### config.mk
export PLATFORM = sky130hd
export DESIGN_NAME = swing_display_column_sequencer_top
export DESIGN_NICKNAME = d
export VERILOG_FILES = /design/src/rtl/sdcs_pkg.sv /design/src/rtl/swing_display_column_sequencer_top.sv /design/src/rtl/sdcs_div.sv /design/src/rtl/sdcs_dp.sv /design/src/rtl/sdcs_ctrl.sv
export SDC_FILE = /design/constraint.sdc
export NUM_CORES = 1
export LEC_CHECK = 0
export ABC_AREA = 0
export BUFFER_PORTS_ARGS = -buffer_cell sky130_fd_sc_hd__buf_2
export CAP_MARGIN = 20
export CORE_ASPECT_RATIO = 0.6
export CORE_MARGIN = 1.5
export CORE_UTILIZATION = 59
export CTS_BUF_LIST = sky130_fd_sc_hd__clkbuf_4
export DETAILED_ROUTE_END_ITERATION = 10
export PLACE_DENSITY_LB_ADDON = 0.25
export SLEW_MARGIN = 10
export SYNTH_ARGS = -nofsm -noshare
export SYNTH_HDL_FRONTEND = slang
export SYNTH_SLANG_ARGS = --single-unit
### constraint.sdc
create_clock -name i_clk -period 6.9 [get_ports i_clk]
set_input_delay 1.38 -clock i_clk [delete_from_list [all_inputs] [get_ports i_clk]]
set_output_delay 1.38 -clock i_clk [all_outputs]
set_load 0.01 [all_outputs]
### src/rtl/sdcs_pkg.sv
package sdcs_pkg;

    // default sizing, handed to the top level parameters
    localparam int HISTORY_DEPTH_DEF = 16;
    localparam int MAX_WINDOW_DEF    = 64;
    localparam int MAX_MARGIN_DEF    = 32;

    // swing period limits in ms, and the value history entries start at
    localparam int PERIOD_MIN = 150;
    localparam int PERIOD_MAX = 250;
    localparam int PERIOD_MID = 200;

    // turn offset = avg * 38 / 100, done as avg * (38 * 5243) >> 19
    localparam int TURN_MUL    = 199234;
    localparam int TURN_SHIFT  = 19;
    localparam int TURN_PROD_W = 26;

    // fixed field widths
    localparam int NOW_W      = 32;
    localparam int AVG_W      = 8;
    localparam int STEP_W     = 16;
    localparam int NT_W       = AVG_W + STEP_W;
    localparam int COL_W      = 6;
    localparam int WIN_CFG_W  = 7;
    localparam int MAR_CFG_W  = 6;
    localparam int CFG_DATA_W = 7;
    localparam int CFG_IDX_W  = 1;

    // register indexes
    localparam logic [CFG_IDX_W-1:0] REG_WINDOW = 1'b0;
    localparam logic [CFG_IDX_W-1:0] REG_MARGIN = 1'b1;

    localparam logic [WIN_CFG_W-1:0] WINDOW_RESET = 7'd32;
    localparam logic [MAR_CFG_W-1:0] MARGIN_RESET = 6'd4;

    // request kinds
    localparam logic REQ_START  = 1'b0;
    localparam logic REQ_UPDATE = 1'b1;

    typedef struct packed {
        logic             req_type;
        logic [NOW_W-1:0] now_ms;
        logic             tilt;
    } t_in_item;

    typedef struct packed {
        logic             show_column;
        logic [COL_W-1:0] column_index;
        logic             direction_changed;
        logic             sweep_down;
        logic [NOW_W-1:0] next_time;
    } t_out_item;

    // controller to datapath
    typedef struct packed {
        logic take;
        logic tilt_eval;
        logic avg_store;
        logic turn_eval;
        logic step_eval;
        logic div_nt;
        logic out_load;
    } t_cmd;

    // datapath to controller
    typedef struct packed {
        logic keep;
        logic div_busy;
        logic div_done;
        logic out_free;
    } t_sts;

endpackage

### src/rtl/swing_display_column_sequencer_top.sv
// Column sequencer for a swinging light display. Each item (start or update, with a
// millisecond time and the tilt level) gives exactly one result: the column or margin
// blank to show, a turn flag with the new sweep direction, and the time of the next
// update. Items are handled one at a time; a result waits in an output register, so
// the next item is taken while it is still unread. Most of the time per item goes to
// one 24-step pass of the serial divider for the next update time; a tilt change that
// yields an in-range period adds a step for the running average. An unread result
// holds the following item in its last step until the output register frees up.
// Window and margin widths are sampled on a start item. No clearing pass follows reset.
module swing_display_column_sequencer_top #(
    parameter int HISTORY_DEPTH = sdcs_pkg::HISTORY_DEPTH_DEF,
    parameter int MAX_WINDOW    = sdcs_pkg::MAX_WINDOW_DEF,
    parameter int MAX_MARGIN    = sdcs_pkg::MAX_MARGIN_DEF
) (
    input  logic                            i_clk,
    input  logic                            i_rst_n,
    input  logic                            i_cfg_we,
    input  logic [sdcs_pkg::CFG_IDX_W-1:0]  i_cfg_idx,
    input  logic [sdcs_pkg::CFG_DATA_W-1:0] i_cfg_wdata,
    input  logic                            i_in_valid,
    input  sdcs_pkg::t_in_item              i_in_data,
    output logic                            o_in_stall,
    output logic                            o_out_valid,
    output sdcs_pkg::t_out_item             o_out_data,
    input  logic                            i_out_stall
);

    import sdcs_pkg::*;

    t_cmd cmd;
    t_sts sts;

    // sequencing
    sdcs_ctrl u_ctrl (
        .i_clk      (i_clk),
        .i_rst_n    (i_rst_n),
        .i_in_valid (i_in_valid),
        .i_sts      (sts),
        .o_cmd      (cmd),
        .o_in_stall (o_in_stall)
    );

    // timing history, position and result datapath
    sdcs_dp #(
        .HISTORY_DEPTH (HISTORY_DEPTH),
        .MAX_WINDOW    (MAX_WINDOW),
        .MAX_MARGIN    (MAX_MARGIN)
    ) u_dp (
        .i_clk       (i_clk),
        .i_rst_n     (i_rst_n),
        .i_cfg_we    (i_cfg_we),
        .i_cfg_idx   (i_cfg_idx),
        .i_cfg_wdata (i_cfg_wdata),
        .i_in_data   (i_in_data),
        .i_cmd       (cmd),
        .o_sts       (sts),
        .i_out_stall (i_out_stall),
        .o_out_valid (o_out_valid),
        .o_out_data  (o_out_data)
    );

    // an accepted item closes the input until its result is staged
    a_busy_after_take: assert property (@(posedge i_clk) disable iff (!i_rst_n)
        (i_in_valid && !o_in_stall) |=> o_in_stall)
        else $error("input not stalled after an item was taken");

    // the divider is only started while idle
    a_div_idle_on_go: assert property (@(posedge i_clk) disable iff (!i_rst_n)
        cmd.div_nt |-> !sts.div_busy)
        else $error("divider started while busy");

    // a result is only staged when the output register frees up
    a_out_load_free: assert property (@(posedge i_clk) disable iff (!i_rst_n)
        cmd.out_load |-> sts.out_free)
        else $error("result overwrote an unread result");

endmodule

### src/rtl/sdcs_div.sv
module sdcs_div #(
    parameter int DW = 24,
    parameter int VW = 9
) (
    input  logic          i_clk,
    input  logic          i_rst_n,
    input  logic          i_go,
    input  logic [DW-1:0] i_dividend,
    input  logic [VW-1:0] i_divisor,
    output logic          o_busy,
    output logic          o_done,
    output logic [DW-1:0] o_quotient
);

    localparam int CNT_W = $clog2(DW);

    logic             r_busy;
    logic             r_done;
    logic [CNT_W-1:0] r_cnt;
    logic [VW-1:0]    r_rem;
    logic [DW-1:0]    r_quo;
    logic [VW-1:0]    r_dvs;

    logic [VW:0]      trial;
    logic [VW:0]      diff;
    logic             ge;
    logic [VW-1:0]    n_rem;

    // one restoring step: shift in the next dividend bit, subtract if it fits
    always_comb begin
        trial = {r_rem, r_quo[DW-1]};
        ge    = (trial >= {1'b0, r_dvs});
        diff  = trial - {1'b0, r_dvs};
        n_rem = ge ? diff[VW-1:0] : trial[VW-1:0];
    end

    // control: one quotient bit per cycle, done pulses after the last
    always_ff @(posedge i_clk) begin
        if (!i_rst_n) begin
            r_busy <= 1'b0;
            r_done <= 1'b0;
            r_cnt  <= '0;
        end else begin
            r_done <= 1'b0;
            if (i_go) begin
                r_busy <= 1'b1;
                r_cnt  <= '0;
            end else if (r_busy) begin
                r_cnt <= r_cnt + CNT_W'(1);
                if (r_cnt == CNT_W'(DW - 1)) begin
                    r_busy <= 1'b0;
                    r_done <= 1'b1;
                end
            end
        end
    end

    // operands
    always_ff @(posedge i_clk) begin
        if (i_go) begin
            r_rem <= '0;
            r_quo <= i_dividend;
            r_dvs <= i_divisor;
        end else if (r_busy) begin
            r_rem <= n_rem;
            r_quo <= {r_quo[DW-2:0], ge};
        end
    end

    assign o_busy     = r_busy;
    assign o_done     = r_done;
    assign o_quotient = r_quo;

endmodule

### src/rtl/sdcs_dp.sv
module sdcs_dp #(
    parameter int HISTORY_DEPTH = 16,
    parameter int MAX_WINDOW    = 64,
    parameter int MAX_MARGIN    = 32
) (
    input  logic                                i_clk,
    input  logic                                i_rst_n,
    input  logic                                i_cfg_we,
    input  logic [sdcs_pkg::CFG_IDX_W-1:0]      i_cfg_idx,
    input  logic [sdcs_pkg::CFG_DATA_W-1:0]     i_cfg_wdata,
    input  sdcs_pkg::t_in_item                  i_in_data,
    input  sdcs_pkg::t_cmd                      i_cmd,
    output sdcs_pkg::t_sts                      o_sts,
    input  logic                                i_out_stall,
    output logic                                o_out_valid,
    output sdcs_pkg::t_out_item                 o_out_data
);

    import sdcs_pkg::*;

    localparam int SL_W   = $clog2(HISTORY_DEPTH);
    localparam int SUM_W  = $clog2(PERIOD_MAX * HISTORY_DEPTH + HISTORY_DEPTH / 2 + 1);
    localparam int LW_W   = $clog2(MAX_WINDOW + 1);
    localparam int LM_W   = $clog2(MAX_MARGIN + 2);
    localparam int TOT_W  = $clog2(MAX_WINDOW + 2 * MAX_MARGIN + 1);
    localparam int POS_W  = $clog2(MAX_WINDOW + MAX_MARGIN + 1) + 1;
    localparam int CWX_W  = WIN_CFG_W + 1;
    localparam int CMX_W  = MAR_CFG_W + 1;

    // average = (sum + depth/2) / depth by an exact reciprocal multiply
    localparam int AVG_SH  = SUM_W + $clog2(HISTORY_DEPTH);
    localparam int AVG_MUL = ((1 << AVG_SH) + HISTORY_DEPTH - 1) / HISTORY_DEPTH;
    localparam int AVG_MW  = SUM_W + 2;
    localparam int AVG_PW  = SUM_W + AVG_MW;

    // step direction codes
    localparam logic signed [1:0] DIR_NONE = 2'sb00;
    localparam logic signed [1:0] DIR_UP   = 2'sb01;
    localparam logic signed [1:0] DIR_DOWN = 2'sb11;

    // clamp the window register to 1..MAX_WINDOW
    function automatic logic [LW_W-1:0] clamp_window(input logic [WIN_CFG_W-1:0] w);
        logic [CWX_W-1:0] wx;
        wx = {1'b0, w};
        if (wx == '0) begin
            wx = CWX_W'(1);
        end else if (wx > CWX_W'(MAX_WINDOW)) begin
            wx = CWX_W'(MAX_WINDOW);
        end
        return LW_W'(wx);
    endfunction

    // clamp the margin register to 0..MAX_MARGIN
    function automatic logic [LM_W-1:0] clamp_margin(input logic [MAR_CFG_W-1:0] m);
        logic [CMX_W-1:0] mx;
        mx = {1'b0, m};
        if (mx > CMX_W'(MAX_MARGIN)) begin
            mx = CMX_W'(MAX_MARGIN);
        end
        return LM_W'(mx);
    endfunction

    // configuration and latched geometry
    logic [WIN_CFG_W-1:0]    r_cfg_win;
    logic [MAR_CFG_W-1:0]    r_cfg_mar;
    logic [LW_W-1:0]         r_lat_w;
    logic [LM_W-1:0]         r_lat_m;

    // item being worked on
    logic                    r_req;
    logic [NOW_W-1:0]        r_now;
    logic                    r_tilt;

    // swing tracking
    logic                    r_last_tilt;
    logic [NOW_W-1:0]        r_swing;
    logic [NOW_W-1:0]        r_tt;
    logic                    r_pend;
    logic                    r_chg;
    logic [STEP_W-1:0]       r_step_cnt;
    logic signed [1:0]       r_dir;
    logic signed [POS_W-1:0] r_pos;

    // period history
    logic [SUM_W-1:0]        r_sum;
    logic [AVG_W-1:0]        r_avg;
    logic [SL_W-1:0]         r_slot;
    logic [HISTORY_DEPTH-1:0] r_hval;
    logic [AVG_W-1:0]        r_hist [HISTORY_DEPTH];
    logic [AVG_W-1:0]        r_rd;

    // result fields
    logic                    r_show;
    logic [COL_W-1:0]        r_col;
    logic                    r_changed;
    logic                    r_ov;
    t_out_item               r_od;

    // combinational helpers
    logic signed [POS_W-1:0] pos_lo;
    logic signed [POS_W-1:0] pos_hi;
    logic signed [POS_W-1:0] win_s;
    logic [TOT_W-1:0]        total;
    logic                    is_start;
    logic                    tilt_chg;
    logic [NOW_W-1:0]        elapsed;
    logic                    keep;
    logic [AVG_W-1:0]        old_p;
    logic [SUM_W-1:0]        n_sum;
    logic [SL_W-1:0]         n_slot;
    logic [SUM_W-1:0]        avg_num;
    logic [AVG_PW-1:0]       avg_prod;
    logic [TURN_PROD_W-1:0]  turn_prod;
    logic [NOW_W-1:0]        tt_eff;
    logic                    pend_eff;
    logic                    fire;
    logic                    show;
    logic [POS_W-1:0]        pos_bits;
    logic signed [POS_W-1:0] stepped;
    logic signed [POS_W-1:0] n_pos;
    logic                    div_go;
    logic [NT_W-1:0]         div_dividend;
    logic [TOT_W-1:0]        div_divisor;
    logic                    div_busy;
    logic                    div_done;
    logic [NT_W-1:0]         div_quo;

    // geometry from latched widths
    always_comb begin
        win_s  = $signed(POS_W'(r_lat_w));
        pos_lo = -$signed(POS_W'(r_lat_m));
        pos_hi = POS_W'(win_s + $signed(POS_W'(r_lat_m)) - $signed(POS_W'(1)));
        total  = TOT_W'(r_lat_w) + (TOT_W'(r_lat_m) << 1);
    end

    // tilt edge and period check
    always_comb begin
        is_start = (r_req == REQ_START);
        tilt_chg = is_start || (r_tilt != r_last_tilt);
        elapsed  = r_now - r_swing;
        keep     = !is_start && tilt_chg &&
                   (elapsed >= NOW_W'(PERIOD_MIN)) && (elapsed <= NOW_W'(PERIOD_MAX));
        old_p    = r_hval[r_slot] ? r_rd : AVG_W'(PERIOD_MID);
        n_sum    = r_sum - SUM_W'(old_p) + SUM_W'(elapsed[AVG_W-1:0]);
        n_slot   = (r_slot == SL_W'(HISTORY_DEPTH - 1)) ? '0 : r_slot + SL_W'(1);
    end

    // rounded running average of the stored sum
    always_comb begin
        avg_num  = r_sum + SUM_W'(HISTORY_DEPTH / 2);
        avg_prod = AVG_PW'(avg_num) * AVG_PW'(AVG_MUL);
    end

    // turn schedule and turn check
    always_comb begin
        turn_prod = TURN_PROD_W'(r_avg) * TURN_PROD_W'(TURN_MUL);
        tt_eff    = r_chg ? r_now + NOW_W'(turn_prod[TURN_PROD_W-1:TURN_SHIFT]) : r_tt;
        pend_eff  = r_chg || r_pend;
        fire      = pend_eff && (r_now >= tt_eff);
    end

    // display step: show test, then move and clamp
    always_comb begin
        show     = (r_pos >= $signed(POS_W'(0))) && (r_pos < win_s);
        pos_bits = r_pos;
        stepped  = r_pos + POS_W'(r_dir);
        if (stepped < pos_lo) begin
            n_pos = pos_lo;
        end else if (stepped > pos_hi) begin
            n_pos = pos_hi;
        end else begin
            n_pos = stepped;
        end
    end

    // configuration registers
    always_ff @(posedge i_clk) begin
        if (!i_rst_n) begin
            r_cfg_win <= WINDOW_RESET;
            r_cfg_mar <= MARGIN_RESET;
        end else if (i_cfg_we) begin
            case (i_cfg_idx)
                REG_WINDOW: r_cfg_win <= i_cfg_wdata[WIN_CFG_W-1:0];
                REG_MARGIN: r_cfg_mar <= i_cfg_wdata[MAR_CFG_W-1:0];
                default:    r_cfg_win <= r_cfg_win;
            endcase
        end
    end

    // item capture
    always_ff @(posedge i_clk) begin
        if (i_cmd.take) begin
            r_req  <= i_in_data.req_type;
            r_now  <= i_in_data.now_ms;
            r_tilt <= i_in_data.tilt;
        end
    end

    // sequencer state
    always_ff @(posedge i_clk) begin
        if (!i_rst_n) begin
            r_lat_w     <= clamp_window(WINDOW_RESET);
            r_lat_m     <= clamp_margin(MARGIN_RESET);
            r_last_tilt <= 1'b0;
            r_swing     <= '0;
            r_tt        <= '0;
            r_pend      <= 1'b0;
            r_chg       <= 1'b0;
            r_step_cnt  <= '0;
            r_dir       <= DIR_NONE;
            r_pos       <= '0;
            r_sum       <= SUM_W'(PERIOD_MID * HISTORY_DEPTH);
            r_avg       <= AVG_W'(PERIOD_MID);
            r_slot      <= '0;
            r_hval      <= '0;
            r_show      <= 1'b0;
            r_col       <= '0;
            r_changed   <= 1'b0;
        end else begin
            // tilt edge: restart on start, keep the period if in range
            if (i_cmd.tilt_eval) begin
                r_chg <= tilt_chg;
                if (is_start) begin
                    r_lat_w <= clamp_window(r_cfg_win);
                    r_lat_m <= clamp_margin(r_cfg_mar);
                    r_hval  <= '0;
                    r_slot  <= '0;
                    r_sum   <= SUM_W'(PERIOD_MID * HISTORY_DEPTH);
                    r_avg   <= AVG_W'(PERIOD_MID);
                end
                if (tilt_chg) begin
                    r_last_tilt <= r_tilt;
                    r_swing     <= r_now;
                    r_step_cnt  <= '0;
                end
                if (keep) begin
                    r_sum          <= n_sum;
                    r_hval[r_slot] <= 1'b1;
                    r_slot         <= n_slot;
                end
            end
            // rounded average of the kept periods, always within 8 bits
            if (i_cmd.avg_store) begin
                r_avg <= avg_prod[AVG_SH +: AVG_W];
            end
            // turn schedule and reversal
            if (i_cmd.turn_eval) begin
                r_tt      <= tt_eff;
                r_pend    <= pend_eff && !fire;
                r_changed <= fire;
                if (fire) begin
                    r_dir <= r_tilt ? DIR_DOWN : DIR_UP;
                    r_pos <= r_tilt ? pos_hi : pos_lo;
                end
            end
            // column output and position advance on update requests; a start clears the column
            if (i_cmd.step_eval) begin
                if (is_start) begin
                    r_show <= 1'b0;
                    r_col  <= '0;
                end else begin
                    r_show     <= show;
                    r_col      <= show ? COL_W'(pos_bits) : '0;
                    r_pos      <= n_pos;
                    r_step_cnt <= r_step_cnt + STEP_W'(1);
                end
            end
        end
    end

    // history memory, registered read at the current slot
    always_ff @(posedge i_clk) begin
        if (i_cmd.tilt_eval && keep) begin
            r_hist[r_slot] <= elapsed[AVG_W-1:0];
        end
        r_rd <= r_hist[r_slot];
    end

    // serial divider for the next update time
    always_comb begin
        div_go       = i_cmd.div_nt;
        div_dividend = NT_W'(r_avg) * NT_W'(r_step_cnt);
        div_divisor  = total;
    end

    sdcs_div #(
        .DW (NT_W),
        .VW (TOT_W)
    ) u_div (
        .i_clk      (i_clk),
        .i_rst_n    (i_rst_n),
        .i_go       (div_go),
        .i_dividend (div_dividend),
        .i_divisor  (div_divisor),
        .o_busy     (div_busy),
        .o_done     (div_done),
        .o_quotient (div_quo)
    );

    // output register
    always_ff @(posedge i_clk) begin
        if (!i_rst_n) begin
            r_ov <= 1'b0;
        end else if (i_cmd.out_load) begin
            r_ov <= 1'b1;
        end else if (!i_out_stall) begin
            r_ov <= 1'b0;
        end
    end

    always_ff @(posedge i_clk) begin
        if (i_cmd.out_load) begin
            r_od.show_column       <= r_show;
            r_od.column_index      <= r_col;
            r_od.direction_changed <= r_changed;
            r_od.sweep_down        <= r_dir[1];
            r_od.next_time         <= r_swing + NOW_W'(div_quo);
        end
    end

    assign o_out_valid    = r_ov;
    assign o_out_data     = r_od;
    assign o_sts.keep     = keep;
    assign o_sts.div_busy = div_busy;
    assign o_sts.div_done = div_done;
    assign o_sts.out_free = !r_ov || !i_out_stall;

endmodule

### src/rtl/sdcs_ctrl.sv
module sdcs_ctrl (
    input  logic           i_clk,
    input  logic           i_rst_n,
    input  logic           i_in_valid,
    input  sdcs_pkg::t_sts i_sts,
    output sdcs_pkg::t_cmd o_cmd,
    output logic           o_in_stall
);

    import sdcs_pkg::*;

    localparam logic [3:0] S_IDLE     = 4'd0;
    localparam logic [3:0] S_TILT     = 4'd1;
    localparam logic [3:0] S_AVG      = 4'd2;
    localparam logic [3:0] S_TURN     = 4'd4;
    localparam logic [3:0] S_STEP     = 4'd5;
    localparam logic [3:0] S_NT_GO    = 4'd6;
    localparam logic [3:0] S_NT_WAIT  = 4'd7;
    localparam logic [3:0] S_OUT      = 4'd8;

    logic [3:0] r_state;
    logic [3:0] n_state;

    // next state and commands
    always_comb begin
        n_state = r_state;
        o_cmd   = '0;
        case (r_state)
            S_IDLE: begin
                if (i_in_valid) begin
                    o_cmd.take = 1'b1;
                    n_state    = S_TILT;
                end
            end
            S_TILT: begin
                o_cmd.tilt_eval = 1'b1;
                n_state         = i_sts.keep ? S_AVG : S_TURN;
            end
            S_AVG: begin
                o_cmd.avg_store = 1'b1;
                n_state         = S_TURN;
            end
            S_TURN: begin
                o_cmd.turn_eval = 1'b1;
                n_state         = S_STEP;
            end
            S_STEP: begin
                o_cmd.step_eval = 1'b1;
                n_state         = S_NT_GO;
            end
            S_NT_GO: begin
                o_cmd.div_nt = 1'b1;
                n_state      = S_NT_WAIT;
            end
            S_NT_WAIT: begin
                if (i_sts.div_done) begin
                    n_state = S_OUT;
                end
            end
            S_OUT: begin
                if (i_sts.out_free) begin
                    o_cmd.out_load = 1'b1;
                    n_state        = S_IDLE;
                end
            end
            default: begin
                n_state = S_IDLE;
            end
        endcase
    end

    always_ff @(posedge i_clk) begin
        if (!i_rst_n) begin
            r_state <= S_IDLE;
        end else begin
            r_state <= n_state;
        end
    end

    assign o_in_stall = (r_state != S_IDLE);

endmodule

Word-level counts from Yosys, hierarchy flattened:

Memories as Yosys holds them, arrays and structs flattened. A register that Yosys moved wholly into a read port is not among the register bits.
Cells that the tools add are included.

* register bits after elaboration: 294
* bits in writable memories: 128
* input port bits: 47
* output and inout bits: 43
* memories kept: 1

Memory list
* u_dp.r_hist: depth 16, width 8, read ports 1, clocked after memory_dff 1, wr ports 1, RTL line sdcs_dp.sv:89 `logic [AVG_W-1:0] r_hist [HISTORY_DEPTH];`

* add/sub/neg operators: 15
* multiply operators: 2
* order comparisons: 12
* equal/unequal tests: 16
* multiplexer cells: 61
* bitwise gates (word level): 5
* reduce and logical (&&, ||, !) cells: 29

Operator list (number)
* $mux W16: 8
* $mux W8: 12
* $mux W24: 2
* $add A32 B24 Y32: 1
* $add A32 B7 Y32: 1
* $ge A32 B32 Y1: 1
* $ge A32 B8 Y1 const B: 1
* $le A32 B8 Y1 const B: 1
* $mux W32: 1
* $pmux W4 S8: 1
* $sub A32 B32 Y32: 1
* $mul A8 B17 Y25 const B: 1
* $mul A8 B16 Y24: 1
* $mux W12: 2
* $mux W4: 6
* $mux W1: 20
* $mux W6: 3
* $add A16 B1 Y16 const B: 1
* $eq A4 B3 Y1 const B: 4
* $lt A8 B8 Y1: 2
* $or A16 B16 Y16: 1
* $mux W7: 2
* $reduce_and A2 Y1: 7
* $add A12 B4 Y12 const B: 1
* other kinds (39): 59

Logic depth before layout (Yosys ltp):

Gate-level depths: netlist of the first run.

* depth after elaboration: 9
* gate-level depth with buffers: 40
* mapped depth without buffers: 39

Modules after synthesis:

Synthesis of the first run repeated with hierarchy kept, for this count alone.

* cells, all modules: 2923
* area, all modules: 29101.7 um^2

By module, submodules not included
* sdcs_dp: instances 1, cells an instance 2698, area each 26514.2 um^2
* sdcs_div: instances 1, cells an instance 180, area each 2269.7 um^2
* sdcs_ctrl: instances 1, cells an instance 45, area each 317.8 um^2

Worst setup path before layout of the first run:

Ideal clock, no wire load.

* path kind: flip-flop to flip-flop
* from: register u_dp.r_avg[1]
* to: register u_dp.r_dir[1]
* setup time: 0.128 ns
* arrival: 7.385 ns
* setup slack: -0.613 ns
* stages on the path, launching flop included: 39
* path buffers: 2
* cell sequence: dfxtp_1 -> clkbuf_1 -> inv_1 -> fa_1 -> inv_1 -> fa_1 -> ha_1 -> o31ai_1 -> nor2_1 -> a21oi_1 -> o31a_1 -> nor2b_1 -> o21bai_1 -> xor2_1 -> ha_1 -> a21o_1 -> a21oi_1 -> o21bai_1 -> [... 3 more ...] -> nor2_1 -> nand2_1 -> xor2_1 -> nand2_1 -> o21ai_0 -> ha_1 -> a21o_1 -> a21o_1 -> a21oi_1 -> nor2b_1 -> o21ai_0 -> a21oi_1 -> or3_1 -> a22o_1 -> o22ai_1 -> clkbuf_1 -> mux2i_1 -> nor2_1

* longest elaborated chain between the ends: 6

RTL lines
* start, declared: RTL line sdcs_dp.sv:86 `logic [AVG_W-1:0] r_avg;`
* start signal, assigned: RTL line sdcs_dp.sv:213 `r_avg <= AVG_W'(PERIOD_MID);`
* start signal, assigned: RTL line sdcs_dp.sv:229 `r_avg <= AVG_W'(PERIOD_MID);`
* start signal, assigned: RTL line sdcs_dp.sv:244 `r_avg <= avg_prod[AVG_SH +: AVG_W];`
* $mul A8 B17 Y25: RTL line sdcs_dp.sv:156 `turn_prod = TURN_PROD_W'(r_avg) * TURN_PROD_W'(TURN_MUL);`
* $add A32 B7 Y32: RTL line sdcs_dp.sv:157 `tt_eff = r_chg ? r_now + NOW_W'(turn_prod[TURN_PROD_W-1:TURN_SHIFT]) : r_tt;`
* $mux W32: RTL line sdcs_dp.sv:157
* $ge A32 B32 Y1: RTL line sdcs_dp.sv:159 `fire = pend_eff && (r_now >= tt_eff);`
* $logic_and A1 B1 Y1: RTL line sdcs_dp.sv:159
* $reduce_and A2 Y1 (no source line)
* end signal, assigned: RTL line sdcs_dp.sv:252 `r_dir <= r_tilt ? DIR_DOWN : DIR_UP;`
* end, declared: RTL line sdcs_dp.sv:81 `logic signed [1:0] r_dir;`

No other way between the ends.
A chain may end at the register's enable or synchronous reset.

Final worst setup path of the first run:

* from: register u_dp.r_avg[7]
* to: register u_dp.r_pos[7], in the netlist u_dp.pos_bits[7]

* longest elaborated chain between the ends: 9

RTL lines
* $mul A8 B17 Y25 (*): RTL line sdcs_dp.sv:156
* $add A32 B7 Y32 (*): RTL line sdcs_dp.sv:157
* $mux W32 (*): RTL line sdcs_dp.sv:157
* $ge A32 B32 Y1 (*): RTL line sdcs_dp.sv:159
* $logic_and A1 B1 Y1 (*): RTL line sdcs_dp.sv:159
* $mux W8 (*): RTL line sdcs_dp.sv:251 `if (fire) begin`
* $mux W8 (*): RTL line sdcs_dp.sv:247 `if (i_cmd.turn_eval) begin`
* $mux W8: RTL line sdcs_dp.sv:258 `if (is_start) begin`
* $mux W8 (*): RTL line sdcs_dp.sv:257 `if (i_cmd.step_eval) begin`
* end signal, assigned: RTL line sdcs_dp.sv:253 `r_pos <= r_tilt ? pos_hi : pos_lo;`
* end signal, assigned: RTL line sdcs_dp.sv:264 `r_pos <= n_pos;`
* end, declared: RTL line sdcs_dp.sv:82 `logic signed [POS_W-1:0] r_pos;`

Mark *: on every way between the ends. The rest lies on a longest branch, timed or not.

==> results.json, run 1 <==
{
  "grt_pass1_wl_um": 125000,
  "grt_max_degree": 65,
  "core_area_sq_um": 47900,
  "syn-instance-count": 2948,
  "status": "finished, violations left",
  "die_area_sq_um": 50100,
  "placed_cell_area_sq_um": 30400,
  "setup-tns-final_ps": -3940,
  "synthesis.nets": 3371,
  "synth_edf_count": 235,
  "drc": 0,
  "fill_cells": 3697,
  "die_y_um": 174,
  "num_vias": 23358,
  "maxSlewViolCount": 0,
  "drive_gt1_share_pct": 17.1,
  "clk_latency_ps": 900,
  "dp_slack_ps": -593,
  "cap_violations": 0,
  "critPathKind": "reg -> reg",
  "finClkSkew_ps": 61.9,
  "ys.flop_type": "edfxtp_1",
  "violations": "setup timing",
  "tritoncts": "done",
  "grt_overflow_total": 0,
  "final_cell_mix": "nand2_1, ha_1, inv_1",
  "cts_buffers": 101,
  "worst_path_largest_cell_delay_ps": 550,
  "grtUsageTotal_pct": 32.0,
  "ys_seq_area_share_pct": 38.1,
  "ys_async_sr_fraction_pct": 0,
  "worst-endpoint-arrival_ps": 8070,
  "core.rowCount": 62,
  "synth-seq-cells": 430,
  "hold_violations": 0,
  "totalWireLength_um": 80000,
  "wl_per_cell_um": 20.6,
  "tightest_slew_ps": 1050,
  "cts.sinks": 430,
  "area_delta_synth_final_pct": 12.8,
  "path_clk_slew_ps": 80,
  "viasPerCell": 6.02,
  "synth_area_per_cell_sq_um": 9.76,
  "use_met2_pct": 44.5,
  "port_buffers": 89,
  "power_density_nw_per_um2": 208,
  "final_common_cell": "nand2_1",
  "design_area_sq_um": 32400,
  "setup_violations": 11,
  "setup_ws_ps": -441,
  "root_buffer": "clkbuf_4",
  "path_common_cell": "a21oi_1",
  "cts_hold_buf": 0,
  "yosysWarnings": 0,
  "critPathRequiredTime_ps": 7630,
  "finalCriticalPeriod_ps": 7340,
  "rsz0062_at_grt": "true",
  "grt_pass1_vias": 22592,
  "antenna_left": 0,
  "endpoint_kind": "flip-flop",
  "fmax_ghz": 0.136,
  "cellLeakagePower_nw": 13.6,
  "ir_drop_uv": 170,
  "dr.pass1.iters": 6,
  "h-tree-depth": 3,
  "antenna_found_initial": 4,
  "cts_max_path_buffers": 3,
  "yosys.cell_types.count": 86,
  "fp.dieW_um": 288,
  "cp_max_fo": 5,
  "start_util_pct": 60.0,
  "hold_class": "reg -> reg",
  "critPathLaunchType": "flip-flop",
  "fin_crit_sh_pct": 106,
  "busiest_layer": "met1",
  "io_pins": 90,
  "final_nets": 3579,
  "grtUsageMet3_pct": 8.02,
  "crit_path_top_delay_cell": "fa_1",
  "dpl.hpwl_um": 58200,
  "power_mw": 6.74,
  "relSlewSlack_pct": 29.8,
  "place_congestion": 0.932,
  "drt-initial-drc-count": 2156,
  "syn-cell-area_sq_um": 28800,
  "grt_util_met1_pct": 48.6
}
[what timing repair did]
action	in CTS	in global routing
gates cloned	3	0
pin swaps	49	48
setup buffers	17	8
endpoints found under the setup margin	12	12
gates resized for setup	64	28
[final cells by class]
class                           count  area [sq um]  area share (%)
Inverter                          251           945            2.91
Clock inverter                     33           209           0.644
Multi-Input combinational cell   2141         16800            51.7
Tap cell                          640           801            2.47
Sequential cell                   430         11000            33.8
Clock buffer                      155          1160            3.59
Timing Repair Buffer              231          1580            4.86
Antenna cell                        2          5.00          0.0154
[registers in the layout, indices dropped and copies added, names as in the netlist, 7 cells and up]
name                   flops
u_dp.r_now                32
u_dp.u_div.r_dvs           8
u_dp.r_cfg_win             7
u_dp.r_lat_w               7
u_dp.u_div.o_quotient     24
u_dp.u_div.r_rem           8
u_dp.r_sum                12
u_dp.pos_bits              8
u_dp.r_step_cnt           16
u_dp.r_rd                  8
u_dp.r_tt                 32
u_dp.r_hval               16
u_dp.r_avg                 8
u_dp.r_hist              128
u_dp.o_out_data           41
u_dp.r_swing              32
[through the flow]
| step | hold WS [ps] | util, % | std cells |
|---|---|---|---|
| 3_5_place_dp | 419 | 63.5 | 3665 |
| 5_1_grt | 449 | 67.7 | 3882 |
| 3_3_place_gp | 418 | 63.4 | 3664 |
| 2_1_floorplan | 408 | - | 2948 |
| 4_1_cts | 438 | 67.4 | 3873 |
| 6_report | 436 | 67.7 | 3883 |
[cell usage after synthesis, types with 6 or more instances]
master	number	area (sq um)
or3_1	17	106
edfxtp_1	235	7060
mux2i_1	40	400
clkbuf_1	102	383
nor2b_1	27	169
nor2_1	157	589
o21a_1	24	180
nand4_1	19	119
nand2_1	357	1340
a21o_1	44	330
nand3_1	78	390
o31ai_1	10	75.1
o21bai_1	22	165
a21oi_2	6	52.6
a21oi_1	218	1090
o21ai_0	158	791
nand3b_1	19	143
fa_1	105	2100
mux4_2	45	1010
xor2_1	49	429
and3_1	24	150
o211ai_1	14	105
or2_2	13	81.3
and2_1	71	444
a22oi_1	7	52.6
dfxtp_1	195	3900
inv_1	250	938
ha_1	271	3390
a211oi_1	28	210
xnor2_1	81	709
a31oi_1	19	119
nor3_1	52	260
buf_1	8	30.0
nor4_1	18	113
buf_2	13	65.1
nand2b_1	36	225
[logic make-up (layout without fill, tap and decap cells)]
logic type	count (synthesis)	count (layout)	synth area share, %
compound gates	626	626	13.4
xor+xnor	130	130	3.96
fa+ha+maj	376	376	19.1
buf+inv	377	670	5.03
flops	430	430	38.1
mux	87	87	4.99
other cells	0	2	0
simple gates	922	922	15.4
[where the power goes]
group	leakage, nW	switching [mW]	internal, mW
Clock	0.822	1.12	1.11
Combinational	9.06	0.960	0.595
Sequential	3.72	0.107	2.84
[worst max-delay path: cells and delay by family, from the launching register on]
kind | cells | cell delay [ps]
compound gates | 16 | 2430
buf+inv | 6 | 760
fa+ha+maj | 6 | 2190
flops | 1 | 380
xor+xnor | 2 | 360
simple gates | 6 | 810
mux | 1 | 220
[final timing paths]
path	start	end	slack [ps]	depth (start not counted)
worst max-delay path	u_dp.r_avg[7]	u_dp.pos_bits[7]	-440	37
worst min-delay path	u_dp.r_changed	u_dp.o_out_data[33]	440	0
worst max register to register	u_dp.r_avg[7]	u_dp.pos_bits[7]	-440	37
worst min register to register	u_dp.r_changed	u_dp.o_out_data[33]	440	0
[layer usage]
layer	share of wire, %	up-vias	wire length (um)
met5	0.17	-	138
li1	-	10889	-
met1	46	11231	36500
met4	2.6	2	2080
met3	10	136	8360
met2	41	1100	32900
Power figures use the tool's default switching activity.
==> inputs of run 2 (changes only) <==
- SYNTH_HIERARCHICAL: unset -> 1
==> run 2 against run 1 <==
The flow still finishes with violations (setup timing). Synthesized area grew 1.1%. Cell count shrank 1.3%. Die area grew 1.1%. Clock skew grew 40 ps. Critical endpoint is now u_dp/pos_bits[7].
==> results.json, run 2 <==
{
  "critPathRequiredTime_ps": 7620,
  "dpl.hpwl_um": 55300,
  "die_y_um": 175,
  "wl_per_cell_um": 20.0,
  "worst_path_largest_cell_delay_ps": 560,
  "synth_area_per_cell_sq_um": 9.96,
  "finalCriticalPeriod_ps": 7010,
  "busiest_layer": "met1",
  "core.rowCount": 62,
  "path_clk_slew_ps": 70,
  "status": "finished, violations left",
  "crit_path_top_delay_cell": "fa_2",
  "final_common_cell": "nand2_1",
  "path_buf_inv": 3,
  "totalWireLength_um": 76800,
  "viasPerCell": 6.00,
  "grt_pass1_wl_um": 122000,
  "grt_pass1_vias": 22660,
  "cp_max_fo": 6,
  "rsz0062_at_grt": "true",
  "root_buffer": "clkbuf_4",
  "antenna_left": 0,
  "start_util_pct": 60.3,
  "grt_util_met1_pct": 46.0,
  "hold_class": "reg -> reg",
  "violations": "setup timing",
  "yosysWarnings": 6,
  "h-tree-depth": 3,
  "drc": 0,
  "clk_latency_ps": 910,
  "syn-instance-count": 2922,
  "synthesis.nets": 3344,
  "final_cells": 3834,
  "core_area_sq_um": 48300,
  "port_buffers": 89,
  "largest_reg_flops": 128,
  "maxSlewViolCount": 0,
  "area_delta_synth_final_pct": 12.0,
  "finClkSkew_ps": 101,
  "design_area_sq_um": 32600,
  "final_nets": 3529,
  "dp.cells": 3622,
  "crit_family": "compound AO/OA/AOI/OAI gates",
  "setup_violations": 4,
  "path_common_cell": "ha_4",
  "num_vias": 23012,
  "drt-initial-drc-count": 2121,
  "io_pins": 90,
  "critPathLaunchType": "flip-flop",
  "setup_ws_ps": -105,
  "fill_cells": 3815,
  "reg2reg_depth": 35,
  "grt_overflow_total": 0,
  "hold_depth": 0,
  "cts_max_path_buffers": 3,
  "endpoint_kind": "flip-flop",
  "power_density_nw_per_um2": 200,
  "tritoncts": "done",
  "tightest_slew_ps": 1230,
  "final_cell_mix": "nand2_1, inv_1, ha_1",
  "place_congestion": 0.920,
  "placed_cell_area_sq_um": 30600,
  "ir_drop_uv": 155,
  "cts.sinks": 430,
  "path_depth": 35,
  "cellLeakagePower_nw": 13.8,
  "fmax_ghz": 0.143,
  "drive_gt1_share_pct": 17.5,
  "fp.dieW_um": 290,
  "cts_buffers": 102,
  "grtUsageMet3_pct": 5.48,
  "antenna_found_initial": 2,
  "multiInputGateArea_sq_um": 17100,
  "regMostFlops": "u_dp/r_hist",
  "worst-endpoint-arrival_ps": 7720,
  "cap_violations": 0,
  "grt_max_degree": 64,
  "final-seq-area_sq_um": 11000,
  "hold_violations": 0,
  "critPathKind": "reg -> reg",
  "grtUsageTotal_pct": 30.7,
  "die_area_sq_um": 50700,
  "relSlewSlack_pct": 17.1,
  "use_met2_pct": 45.5,
  "dr.pass1.iters": 6,
  "fin_crit_sh_pct": 102,
  "syn-cell-area_sq_um": 29100
}
==> run 2: path summary, 6_finish.rpt <==
path,startpoint,end,slack (ps)
worst min register to register,u_dp/r_col[3],u_dp/o_out_data[37],430
worst max register to register,u_dp/r_avg[4],u_dp/pos_bits[7],-110
worst min-delay path,u_dp/r_col[3],u_dp/o_out_data[37],430
worst max-delay path,u_dp/r_avg[4],u_dp/pos_bits[7],-110
==> run 2: layout make-up <==
type / count / share of cell area, %
antenna: 1 / 0.00768
clock buffer: 152 / 3.50
clock inverter: 38 / 0.645
inverter: 257 / 2.96
multi-input combinational: 2108 / 52.5
sequential: 430 / 33.7
tap: 640 / 2.46
timing repair buffer: 208 / 4.27
==> run 2: worst reg2reg max path: cells and delay by family, from the launching register on <==
kind	cells	cell delay, ps
DFF	1	390
AOI/OAI and AO/OA	14	2490
buffers and inverters	3	520
muxes	1	140
xor gates and xnor gates	1	180
adders and majority gates	7	1950
and+or+nand+nor	9	1230
==> run 2: repair_timing <==
| action | CTS | global route |
|---|---|---|
| setup buffers | 14 | 7 |
| hold buffers | 0 | 0 |
| resized for setup | 64 | 23 |
| pin swaps | 40 | 25 |
| gates cloned | 1 | 0 |
| setup endpoints to repair | 12 | 11 |
| hold endpoints to repair | 0 | 0 |
==> run 2: routing by layer <==
layer	vias up	share of wire, %
met2	982	43
met4	0	2.2
met1	11100	47
met3	133	8.3
li1	10797	-
met5	-	0
==> run 2: stage by stage <==
step / utilization, % / worst slack, ps / hold WS, ps / setup TNS, ps / total power [mW]
5_1_grt: 67.5 / -382 / 452 / -3090 / 6.84
2_1_floorplan: - / 53.2 / 409 / 0 / 3.94
4_1_cts: 67.3 / 3.51 / 434 / 0 / 6.51
6_report: 67.5 / -105 / 435 / -252 / 6.51
3_3_place_gp: 63.4 / -781 / 417 / -7170 / 4.27
3_5_place_dp: 63.5 / -934 / 418 / -8250 / 4.32
==> run 2: where the power goes <==
| part | switching, mW | internal (mW) | leakage [nW] |
|---|---|---|---|
| combinational | 0.866 | 0.554 | 9.29 |
| sequential | 0.0940 | 2.83 | 3.72 |
| clock | 1.13 | 1.03 | 0.800 |
| total | 2.09 | 4.42 | 13.8 |
